--- src/rtl/core/sha1_pkg.sv ---
// ----------------------------------------------------------------------------
// sha1_pkg: shared types and constants for the SHA-1 hash core
// Initial value, round constants and the front-to-back word request format.
// ----------------------------------------------------------------------------
`default_nettype none
package sha1_pkg;
	localparam logic [31:0] K0 = 32'h5A827999;
	localparam logic [31:0] K1 = 32'h6ED9EBA1;
	localparam logic [31:0] K2 = 32'h8F1BBCDC;
	localparam logic [31:0] K3 = 32'hCA62C1D6;
	localparam logic [7:0]  PAD_BYTE = 8'h80;

	typedef logic [4:0][31:0] digest_t;

	localparam digest_t INIT_VALUE = {32'hC3D2E1F0, 32'h10325476, 32'h98BADCFE,
		32'hEFCDAB89, 32'h67452301};

	// one block word for the back end; fin marks the final word of a message
	typedef struct packed {
		logic [31:0] word;
		logic        fin;
	} blk_word_t;

	function automatic logic [31:0] rotl(input logic [31:0] x, input int unsigned s);
		rotl = (x << s) | (x >> (32 - s));
	endfunction
endpackage
`default_nettype wire

--- src/rtl/core/sha1_if.sv ---
// ----------------------------------------------------------------------------
// sha1_in_if / sha1_out_if: valid/ready channels of the hash core
// Message word input and digest word output.
// ----------------------------------------------------------------------------
`default_nettype none
interface sha1_in_if;
	logic        valid;
	logic        ready;
	logic [31:0] data_word;
	logic [2:0]  byte_count;
	logic        last_word;
	modport source (output valid, data_word, byte_count, last_word, input ready);
	modport sink (input valid, data_word, byte_count, last_word, output ready);
endinterface

interface sha1_out_if;
	logic        valid;
	logic        ready;
	logic [31:0] digest_word;
	logic [2:0]  digest_index;
	logic        digest_last;
	modport source (output valid, digest_word, digest_index, digest_last, input ready);
	modport sink (input valid, digest_word, digest_index, digest_last, output ready);
endinterface
`default_nettype wire

--- src/rtl/core/sha1_front.sv ---
// ----------------------------------------------------------------------------
// sha1_front: message word intake and padding
// Counts the length, inserts pad, zero fill and length words into the queue.
// ----------------------------------------------------------------------------
`default_nettype none
module sha1_front (
	input  wire logic              clk,
	input  wire logic              arst_n,
	sha1_in_if.sink                in_ch,
	output sha1_pkg::blk_word_t    wq,
	output logic                   wq_valid,
	input  wire logic              wq_ready
);
	import sha1_pkg::*;

	typedef enum logic [3:0] {
		S_DATA = 4'b0001,
		S_ZERO = 4'b0010,
		S_LENH = 4'b0100,
		S_LENL = 4'b1000
	} st_t;

	st_t         st_q;
	logic [3:0]  pos_q;
	logic [63:0] len_q;
	logic        pad_pend_q;   // full last word taken, 0x80 word still owed
	logic [2:0]  cnt;
	logic [31:0] keep, padded;
	logic [63:0] len_next;

	always_comb begin
		cnt = (in_ch.byte_count > 3'd4) ? 3'd4 : in_ch.byte_count;
		case (cnt)
			3'd0: keep = 32'h0;
			3'd1: keep = 32'hFF00_0000;
			3'd2: keep = 32'hFFFF_0000;
			3'd3: keep = 32'hFFFF_FF00;
			default: keep = 32'hFFFF_FFFF;
		endcase
		case (cnt)
			3'd0: padded = {PAD_BYTE, 24'h0};
			3'd1: padded = (in_ch.data_word & keep) | {8'h0, PAD_BYTE, 16'h0};
			3'd2: padded = (in_ch.data_word & keep) | {16'h0, PAD_BYTE, 8'h0};
			3'd3: padded = (in_ch.data_word & keep) | {24'h0, PAD_BYTE};
			default: padded = in_ch.data_word;
		endcase
		len_next = len_q + (in_ch.last_word ? {58'h0, cnt, 3'b000} : 64'd32);
	end

	assign in_ch.ready = (st_q == S_DATA) && !pad_pend_q && wq_ready;

	always_comb begin
		wq_valid = 1'b0;
		wq.word  = 32'h0;
		wq.fin   = 1'b0;
		case (st_q)
			S_DATA: begin
				if (pad_pend_q) begin
					wq_valid = 1'b1;
					wq.word  = {PAD_BYTE, 24'h0};
				end else begin
					wq_valid = in_ch.valid;
					wq.word  = in_ch.last_word ? padded : in_ch.data_word;
				end
			end
			S_ZERO: wq_valid = 1'b1;
			S_LENH: begin
				wq_valid = 1'b1;
				wq.word  = len_q[63:32];
			end
			S_LENL: begin
				wq_valid = 1'b1;
				wq.word  = len_q[31:0];
				wq.fin   = 1'b1;
			end
			default: ;
		endcase
	end

	always_ff @(posedge clk or negedge arst_n) begin
		if (!arst_n) begin
			st_q       <= S_DATA;
			pos_q      <= 4'd0;
			len_q      <= 64'd0;
			pad_pend_q <= 1'b0;
		end else if (wq_valid && wq_ready) begin
			pos_q <= pos_q + 4'd1;
			case (st_q)
				S_DATA: begin
					if (pad_pend_q) begin
						pad_pend_q <= 1'b0;
						st_q <= (pos_q == 4'd13) ? S_LENH : S_ZERO;
					end else begin
						len_q <= len_next;
						if (in_ch.last_word) begin
							if (cnt == 3'd4) pad_pend_q <= 1'b1;
							else st_q <= (pos_q == 4'd13) ? S_LENH : S_ZERO;
						end
					end
				end
				S_ZERO: if (pos_q == 4'd13) st_q <= S_LENH;
				S_LENH: st_q <= S_LENL;
				S_LENL: begin
					st_q  <= S_DATA;
					len_q <= 64'd0;
				end
				default: st_q <= S_DATA;
			endcase
		end
	end

	a_len_pos: assert property (@(posedge clk) disable iff (!arst_n)
		st_q == S_LENL |-> pos_q == 4'd15) else $error("length low not at slot 15");
	a_lenh_pos: assert property (@(posedge clk) disable iff (!arst_n)
		st_q == S_LENH |-> pos_q == 4'd14) else $error("length high not at slot 14");
	a_no_in: assert property (@(posedge clk) disable iff (!arst_n)
		st_q != S_DATA |-> !in_ch.ready) else $error("input taken during padding");
endmodule
`default_nettype wire

--- src/rtl/core/sha1_queue.sv ---
// ----------------------------------------------------------------------------
// sha1_queue: small word queue between front and back
// Two-entry FIFO so either side can stall on its own.
// ----------------------------------------------------------------------------
`default_nettype none
module sha1_queue (
	input  wire logic           clk,
	input  wire logic           arst_n,
	input  sha1_pkg::blk_word_t wr_data,
	input  wire logic           wr_valid,
	output logic                wr_ready,
	output sha1_pkg::blk_word_t rd_data,
	output logic                rd_valid,
	input  wire logic           rd_ready
);
	import sha1_pkg::*;

	blk_word_t  mem_q [2];
	logic       wp_q, rp_q;
	logic [1:0] cnt_q;
	logic       wr, rd;

	assign wr_ready = cnt_q != 2'd2;
	assign rd_valid = cnt_q != 2'd0;
	assign rd_data  = mem_q[rp_q];
	assign wr = wr_valid && wr_ready;
	assign rd = rd_valid && rd_ready;

	always_ff @(posedge clk) begin
		if (wr) mem_q[wp_q] <= wr_data;
	end

	always_ff @(posedge clk or negedge arst_n) begin
		if (!arst_n) begin
			wp_q  <= 1'b0;
			rp_q  <= 1'b0;
			cnt_q <= 2'd0;
		end else begin
			if (wr) wp_q <= ~wp_q;
			if (rd) rp_q <= ~rp_q;
			cnt_q <= cnt_q + {1'b0, wr} - {1'b0, rd};
		end
	end

	a_cnt: assert property (@(posedge clk) disable iff (!arst_n)
		cnt_q <= 2'd2) else $error("queue count overrun");
endmodule
`default_nettype wire

--- src/rtl/core/sha1_back.sv ---
// ----------------------------------------------------------------------------
// sha1_back: SHA-1 compression and digest output
// Fills the block, runs 80 rounds one per cycle, emits five digest words.
// ----------------------------------------------------------------------------
`default_nettype none
module sha1_back (
	input  wire logic           clk,
	input  wire logic           arst_n,
	input  sha1_pkg::blk_word_t wq,
	input  wire logic           wq_valid,
	output logic                wq_ready,
	sha1_out_if.source          out_ch
);
	import sha1_pkg::*;

	typedef enum logic [2:0] {
		B_FILL  = 3'b001,
		B_ROUND = 3'b010,
		B_OUT   = 3'b100
	} bst_t;

	bst_t             st_q;
	logic [15:0][31:0] sched_q;
	logic [3:0]       pos_q;
	logic [6:0]       rnd_q;
	logic             fin_q;
	logic [2:0]       idx_q;
	digest_t          cv_q;
	logic [31:0]      a_q, b_q, c_q, d_q, e_q;
	logic [3:0]       slot;
	logic [31:0]      w, f, k, t;
	logic [4:0]       grp;

	assign wq_ready = (st_q == B_FILL);
	assign slot     = rnd_q[3:0];

	always_comb begin
		if (rnd_q < 7'd16) w = sched_q[slot];
		else w = rotl(sched_q[slot + 4'd13] ^ sched_q[slot + 4'd8]
			^ sched_q[slot + 4'd2] ^ sched_q[slot], 1);
		grp = 5'd0;
		if (rnd_q < 7'd20) begin
			f = (b_q & c_q) | (~b_q & d_q);
			k = K0;
		end else if (rnd_q < 7'd40) begin
			f = b_q ^ c_q ^ d_q;
			k = K1;
		end else if (rnd_q < 7'd60) begin
			f = (b_q & c_q) | (b_q & d_q) | (c_q & d_q);
			k = K2;
		end else begin
			f = b_q ^ c_q ^ d_q;
			k = K3;
		end
		t = rotl(a_q, 5) + f + e_q + w + k + {27'h0, grp};
	end

	assign out_ch.valid        = (st_q == B_OUT);
	assign out_ch.digest_word  = cv_q[idx_q];
	assign out_ch.digest_index = idx_q;
	assign out_ch.digest_last  = (idx_q == 3'd4);

	always_ff @(posedge clk) begin
		case (st_q)
			B_FILL: if (wq_valid) begin
				sched_q[pos_q] <= wq.word;
				if (pos_q == 4'd15) begin
					{a_q, b_q, c_q, d_q, e_q} <= {cv_q[0], cv_q[1], cv_q[2], cv_q[3], cv_q[4]};
				end
			end
			B_ROUND: begin
				sched_q[slot] <= w;
				e_q <= d_q;
				d_q <= c_q;
				c_q <= rotl(b_q, 30);
				b_q <= a_q;
				a_q <= t;
			end
			default: ;
		endcase
	end

	always_ff @(posedge clk or negedge arst_n) begin
		if (!arst_n) begin
			st_q  <= B_FILL;
			pos_q <= 4'd0;
			rnd_q <= 7'd0;
			fin_q <= 1'b0;
			idx_q <= 3'd0;
			cv_q  <= INIT_VALUE;
		end else begin
			case (st_q)
				B_FILL: if (wq_valid) begin
					pos_q <= pos_q + 4'd1;
					if (pos_q == 4'd15) begin
						fin_q <= wq.fin;
						rnd_q <= 7'd0;
						st_q  <= B_ROUND;
					end
				end
				B_ROUND: begin
					if (rnd_q == 7'd79) begin
						// fold the last round straight into the chaining value
						cv_q[0] <= cv_q[0] + t;
						cv_q[1] <= cv_q[1] + a_q;
						cv_q[2] <= cv_q[2] + rotl(b_q, 30);
						cv_q[3] <= cv_q[3] + c_q;
						cv_q[4] <= cv_q[4] + d_q;
						idx_q   <= 3'd0;
						st_q    <= fin_q ? B_OUT : B_FILL;
					end
					rnd_q <= rnd_q + 7'd1;
				end
				B_OUT: if (out_ch.ready) begin
					idx_q <= idx_q + 3'd1;
					if (idx_q == 3'd4) begin
						cv_q <= INIT_VALUE;
						st_q <= B_FILL;
					end
				end
				default: st_q <= B_FILL;
			endcase
		end
	end

	a_rnd: assert property (@(posedge clk) disable iff (!arst_n)
		st_q == B_ROUND |-> rnd_q < 7'd80) else $error("round count overrun");
	a_idx: assert property (@(posedge clk) disable iff (!arst_n)
		st_q == B_OUT |-> idx_q <= 3'd4) else $error("digest index overrun");
	a_fill: assert property (@(posedge clk) disable iff (!arst_n)
		st_q != B_FILL |-> pos_q == 4'd0) else $error("block not aligned");
endmodule
`default_nettype wire

--- src/rtl/core/sha1_hash_core.sv ---
// ----------------------------------------------------------------------------
// sha1_hash_core: streaming SHA-1 digest engine
// Pads the message, compresses each 512-bit block, emits five digest words.
// ----------------------------------------------------------------------------
// channel | dir | payload
// in_ch   | in  | data_word[31:0], byte_count[2:0], last_word
// out_ch  | out | digest_word[31:0], digest_index[2:0], digest_last
//
// A block is filled with 16 words, then runs 80 rounds, one round a cycle;
// the back end takes no new word while its rounds run.
// The last word fills out its block with padding, plus one more block when
// the pad lands in slot 14 or 15, then emits five digest words.
// Reset restores the initial value; both channels stall independently
// through a two-entry word queue.
`default_nettype none
module sha1_hash_core (
	input  wire logic clk,
	input  wire logic arst_n,
	sha1_in_if.sink   in_ch,
	sha1_out_if.source out_ch
);
	import sha1_pkg::*;

	blk_word_t fw, bw;
	logic      fv, fr, bv, br;

	sha1_front u_front (.clk, .arst_n, .in_ch, .wq(fw), .wq_valid(fv), .wq_ready(fr));
	sha1_queue u_queue (.clk, .arst_n, .wr_data(fw), .wr_valid(fv), .wr_ready(fr),
		.rd_data(bw), .rd_valid(bv), .rd_ready(br));
	sha1_back u_back (.clk, .arst_n, .wq(bw), .wq_valid(bv), .wq_ready(br), .out_ch);
endmodule
`default_nettype wire
--- src/flat_wrapper.sv ---
// flat-port wrapper written by rule: the top's interface ports become plain ports
module sha1_hash_core_flat import sha1_pkg::*;
  (clk, arst_n, in_ch_valid, in_ch_data_word, in_ch_byte_count, in_ch_last_word, in_ch_ready, out_ch_valid, out_ch_digest_word, out_ch_digest_index, out_ch_digest_last, out_ch_ready);
  sha1_in_if in_ch_i ();
  sha1_out_if out_ch_i ();
  input  wire logic clk;
  input  wire logic arst_n;
  input wire logic [$bits(in_ch_i.valid)-1:0] in_ch_valid;
  input wire logic [$bits(in_ch_i.data_word)-1:0] in_ch_data_word;
  input wire logic [$bits(in_ch_i.byte_count)-1:0] in_ch_byte_count;
  input wire logic [$bits(in_ch_i.last_word)-1:0] in_ch_last_word;
  output wire logic [$bits(in_ch_i.ready)-1:0] in_ch_ready;
  output wire logic [$bits(out_ch_i.valid)-1:0] out_ch_valid;
  output wire logic [$bits(out_ch_i.digest_word)-1:0] out_ch_digest_word;
  output wire logic [$bits(out_ch_i.digest_index)-1:0] out_ch_digest_index;
  output wire logic [$bits(out_ch_i.digest_last)-1:0] out_ch_digest_last;
  input wire logic [$bits(out_ch_i.ready)-1:0] out_ch_ready;
  assign in_ch_i.valid = in_ch_valid;
  assign in_ch_i.data_word = in_ch_data_word;
  assign in_ch_i.byte_count = in_ch_byte_count;
  assign in_ch_i.last_word = in_ch_last_word;
  assign in_ch_ready = in_ch_i.ready;
  assign out_ch_valid = out_ch_i.valid;
  assign out_ch_digest_word = out_ch_i.digest_word;
  assign out_ch_digest_index = out_ch_i.digest_index;
  assign out_ch_digest_last = out_ch_i.digest_last;
  assign out_ch_i.ready = out_ch_ready;
  sha1_hash_core u_core (.clk(clk), .arst_n(arst_n), .in_ch(in_ch_i), .out_ch(out_ch_i));
endmodule
--- config.mk ---
export PLATFORM = sky130hd
export DESIGN_NAME = sha1_hash_core_flat
export DESIGN_NICKNAME = d
export VERILOG_FILES = /design/src/rtl/core/sha1_pkg.sv /design/src/rtl/core/sha1_if.sv /design/src/rtl/core/sha1_front.sv /design/src/rtl/core/sha1_queue.sv /design/src/rtl/core/sha1_back.sv /design/src/rtl/core/sha1_hash_core.sv /design/src/flat_wrapper.sv
export SDC_FILE = /design/constraint.sdc
export NUM_CORES = 2
export LEC_CHECK = 0
export BUFFER_PORTS_ARGS = -buffer_cell sky130_fd_sc_hd__buf_4
export CAP_MARGIN = 15
export CORE_UTILIZATION = 55
export DETAILED_ROUTE_END_ITERATION = 12
export PLACE_DENSITY = 0.85
export SLEW_MARGIN = 10
export SYNTH_ARGS = -nofsm -noshare
export SYNTH_HDL_FRONTEND = slang
export SYNTH_SLANG_ARGS = --single-unit
--- constraint.sdc ---
create_clock -name clk -period 12.8 [get_ports clk]
set_clock_uncertainty 0.15 [all_clocks]
set_input_delay 1.28 -clock clk [delete_from_list [all_inputs] [get_ports clk]]
set_output_delay 1.28 -clock clk [all_outputs]
set_load 0.03 [all_outputs]
==> flow_summary.ini <==
[status]
outcome = finished, final reports clean

[logic_synthesis]
syn_avg_cell_area_sq_um = 11.6
ys_ff_latch = 990
synth_top_area_frac = 0.336
async_reset_ff_frac = 0.255
yosysMostFrequentCell = edfxtp_1
synthTopCellsByCount = edfxtp_1 (738), nand2_1 (649), o22ai_1 (552)
ys_types = 83
yosysTopAreaCell = edfxtp_1
synth_nets = 6058
ys_top_cells_by_area = edfxtp_1 (34%), mux4_2 (15%), dfrtp_1 (6.4%)
synth_ff_type = edfxtp_1
synth-edff-count = 738
syn_inst = 5676
seq_area_frac_synth = 0.433
synth_warnings = 0
synthesis.area_sq_um = 66000

[cts]
clk_pin_slew_ns = 0.07
clock-sinks = 990
hold_buffers = 0
htree_num_levels = 3
cts_resized = 0
cts_made_buffers = 100
cts_buffer_depth = 3
cts_setup_buffers = 0
cts_tree = yes
root_buffer = clkbuf_16
clk_latency_ns = 0.74

[layout]
fin_area_sq_um = 72100
nets = 5981
final_cell_count_no_fill = 7291
fillers = 8534
syn_to_final_growth_pct = 9.24
drive_gt1_frac = 0.185

[global_route]
grt_overflow = 0
grt_pass1_vias = 54300
antenna_found_initial = 5
grt_pass1_wl_um = 328000
grt.total_usage = 0.359
grt_max_degree = 122

[timing]
fin_crit_ns = 11.68
rsz0062_at_grt = false
min_period_over_period = 0.913
slew_headroom = 0.178
worst_pin_slew_ns = 1.23
fin_tns_setup_ns = 0
hold_viol_final = 0
setup_viol = 0
max_freq_mhz = 85.6
fin_hold_ws_ns = 0.332
final_max_slew_viol_count = 0

[critical_path]
cp_slowest_cell = ha_4
worstSetupEndpointType = flip-flop
reg2reg_to = u_core.u_back.cv_q[30]
r2r_start = u_core.u_back.rnd_q[1]
worst_r2r_path_depth = 36
worstSetupPathType = reg -> reg
crit_top_cell = a31oi_1
path_max_fanout = 66
worstSetupStartpointType = flip-flop
r2r_slack_ns = 1.12
cp_data_arrival_time_ns = 12.13
cpPeakStageDelay_ns = 1.14
required_ns = 13.25

[drt]
wire_per_inst_um = 30.5
firstDrtPassIters = 10
vias = 54900
drt_wl_total_um = 222000
drt_iter0_drc = 10200
postRouteAntennaNets = 0
viasPerCell = 7.53
drc = 0

[placed_design]
dp.cells = 7095
place_congestion = 0.960
place.port_buffers = 77
hpwl_um = 133000
place_area_sq_um = 68500

[hold_path]
hp-start = u_core.u_front.pos_q[3]
hold_path.class = reg -> reg
holdPathEnd = u_core.u_front.pos_q[3]
hold_path_depth = 1

[power_and_ir_drop]
p_leak_nw = 25.2
power_mw = 8.50
power_density_nw_per_um2 = 118
max-vdd-ir-drop_v = 0.000164

[floorplanning]
ios = 78
dieHeight_um = 348
dieArea_sq_um = 121000
start_util = 0.557
core.rowCount = 126
die_w_um = 348
core_sq_um = 119000

[job]
cap_violations = 0
[cell usage in the layout, fill, tap and decap left out, types with 13 or more instances in the layout]
cell type and count:
dfrtp_1 163, or3_1 19, o21ai_0 217, nor2b_1 24, buf_4 233, o22ai_1 552, mux2i_1 186, fa_1 126
edfxtp_1 738, nand2_1 648, a21oi_1 267, dfstp_2 82, nand3_1 47, nand3_2 16, o21a_1 25, ha_1 214
clkinv_2 24, a31oi_2 15, o21bai_1 30, inv_1 274, nand2b_1 60, a222oi_1 25, nand4_1 27, nor3_1 20
a211oi_1 13, nor2_1 283, o22a_1 13, xnor2_1 211, mux4_2 448, mux2_2 16, a21oi_4 17, o221ai_1 21
a31oi_1 28, and3_1 26, bufinv_16 14, xor2_1 119, clkbuf_1 18, a21o_1 94, clkbuf_16 105
[power breakdown]
group,leakage [nW],internal (mW),switching (mW)
combinational,14.9,0.595,0.950
clock,1.74,1.84,1.39
sequential,8.53,3.58,0.146
[cell families after synthesis]
kind of cell             synth area share
AO/OA/AOI/OAI                       0.137
AND/OR/NAND/NOR                    0.0800
flip-flops                          0.433
buffers and inverters              0.0425
multiplexers                        0.184
adder cells (fa/ha/maj)            0.0791
XOR/XNOR                           0.0442
[per-layer routing]
layer | vias up | share of wire | global-route usage
met3 | 1754 | 0.17 | 0.148
met2 | 5674 | 0.43 | 0.532
met1 | 26000 | 0.31 | 0.426
li1 | 21500 | - | -
met4 | 10 | 0.093 | 0.248
met5 | - | 0.00075 | 0.00640
[metrics by stage]
step           setup WS (ns)  utilization
2_1_floorplan           2.42            -
6_report                1.12        0.608
4_1_cts                 1.41        0.608
5_1_grt                0.885        0.608
3_3_place_gp            1.79        0.578
3_5_place_dp            1.46        0.578
[sequential cells by signal, indices dropped and copies added, names as in the netlist, 2 cells and up]
signal,count
u_core.u_back.st_q,3
u_core.u_back.rnd_q,7
u_core.u_back.c_q,32
u_core.u_back.d_q,32
u_core.u_front.pos_q,4
u_core.u_back.cv_q,160
u_core.u_back.e_q,32
u_core.u_back.a_q,32
u_core.u_queue.cnt_q,2
u_core.u_queue.mem_q,66
u_core.u_front.st_q,4
u_core.u_back.pos_q,4
u_core.u_back.b_q,32
u_core.u_back.sched_q,512
u_core.u_back.out_ch.digest_index,3
u_core.u_front.len_q,61
[worst max-delay path: cells and delay by family (launching register included)]
| family | cells | cell delay, ns |
|---|---|---|
| muxes | 2 | 0.90 |
| DFF | 1 | 0.85 |
| adders and majority gates | 6 | 3.22 |
| xor gates and xnor gates | 4 | 0.71 |
| AOI/OAI and AO/OA | 13 | 3.23 |
| and+or+nand+nor | 5 | 0.85 |
| buffers and inverters | 6 | 1.58 |
[cell type report]
type / instances / area, sq um / area share
Clock inverter: 59 / 756 / 0.0105
Clock buffer: 131 / 2810 / 0.0389
Multi-Input combinational cell: 3991 / 35100 / 0.487
Timing Repair Buffer: 235 / 1780 / 0.0247
Antenna cell: 4 / 10.0 / 0.000139
Tap cell: 1600 / 2000 / 0.0278
Inverter: 281 / 1060 / 0.0147
Sequential cell: 990 / 28600 / 0.396
[worst max-delay path by stage]
stage / to / cells after the start / slack [ns] / startpoint
2_1_floorplan: u_core.u_back.cv_q[30] / 45 / 2.42 / u_core.u_back.rnd_q[1]
3_3_place_gp: u_core.u_back.cv_q[30] / 37 / 1.79 / u_core.u_back.rnd_q[2]
3_5_place_dp: u_core.u_back.cv_q[30] / 37 / 1.46 / u_core.u_back.rnd_q[2]
4_1_cts: u_core.u_back.cv_q[30] / 37 / 1.41 / u_core.u_back.rnd_q[2]
5_1_grt: u_core.u_back.cv_q[30] / 38 / 0.88 / u_core.u_back.rnd_q[1]
6_report: u_core.u_back.cv_q[30] / 36 / 1.12 / u_core.u_back.rnd_q[1]
Note: power is estimated with default switching activity, not from simulation.
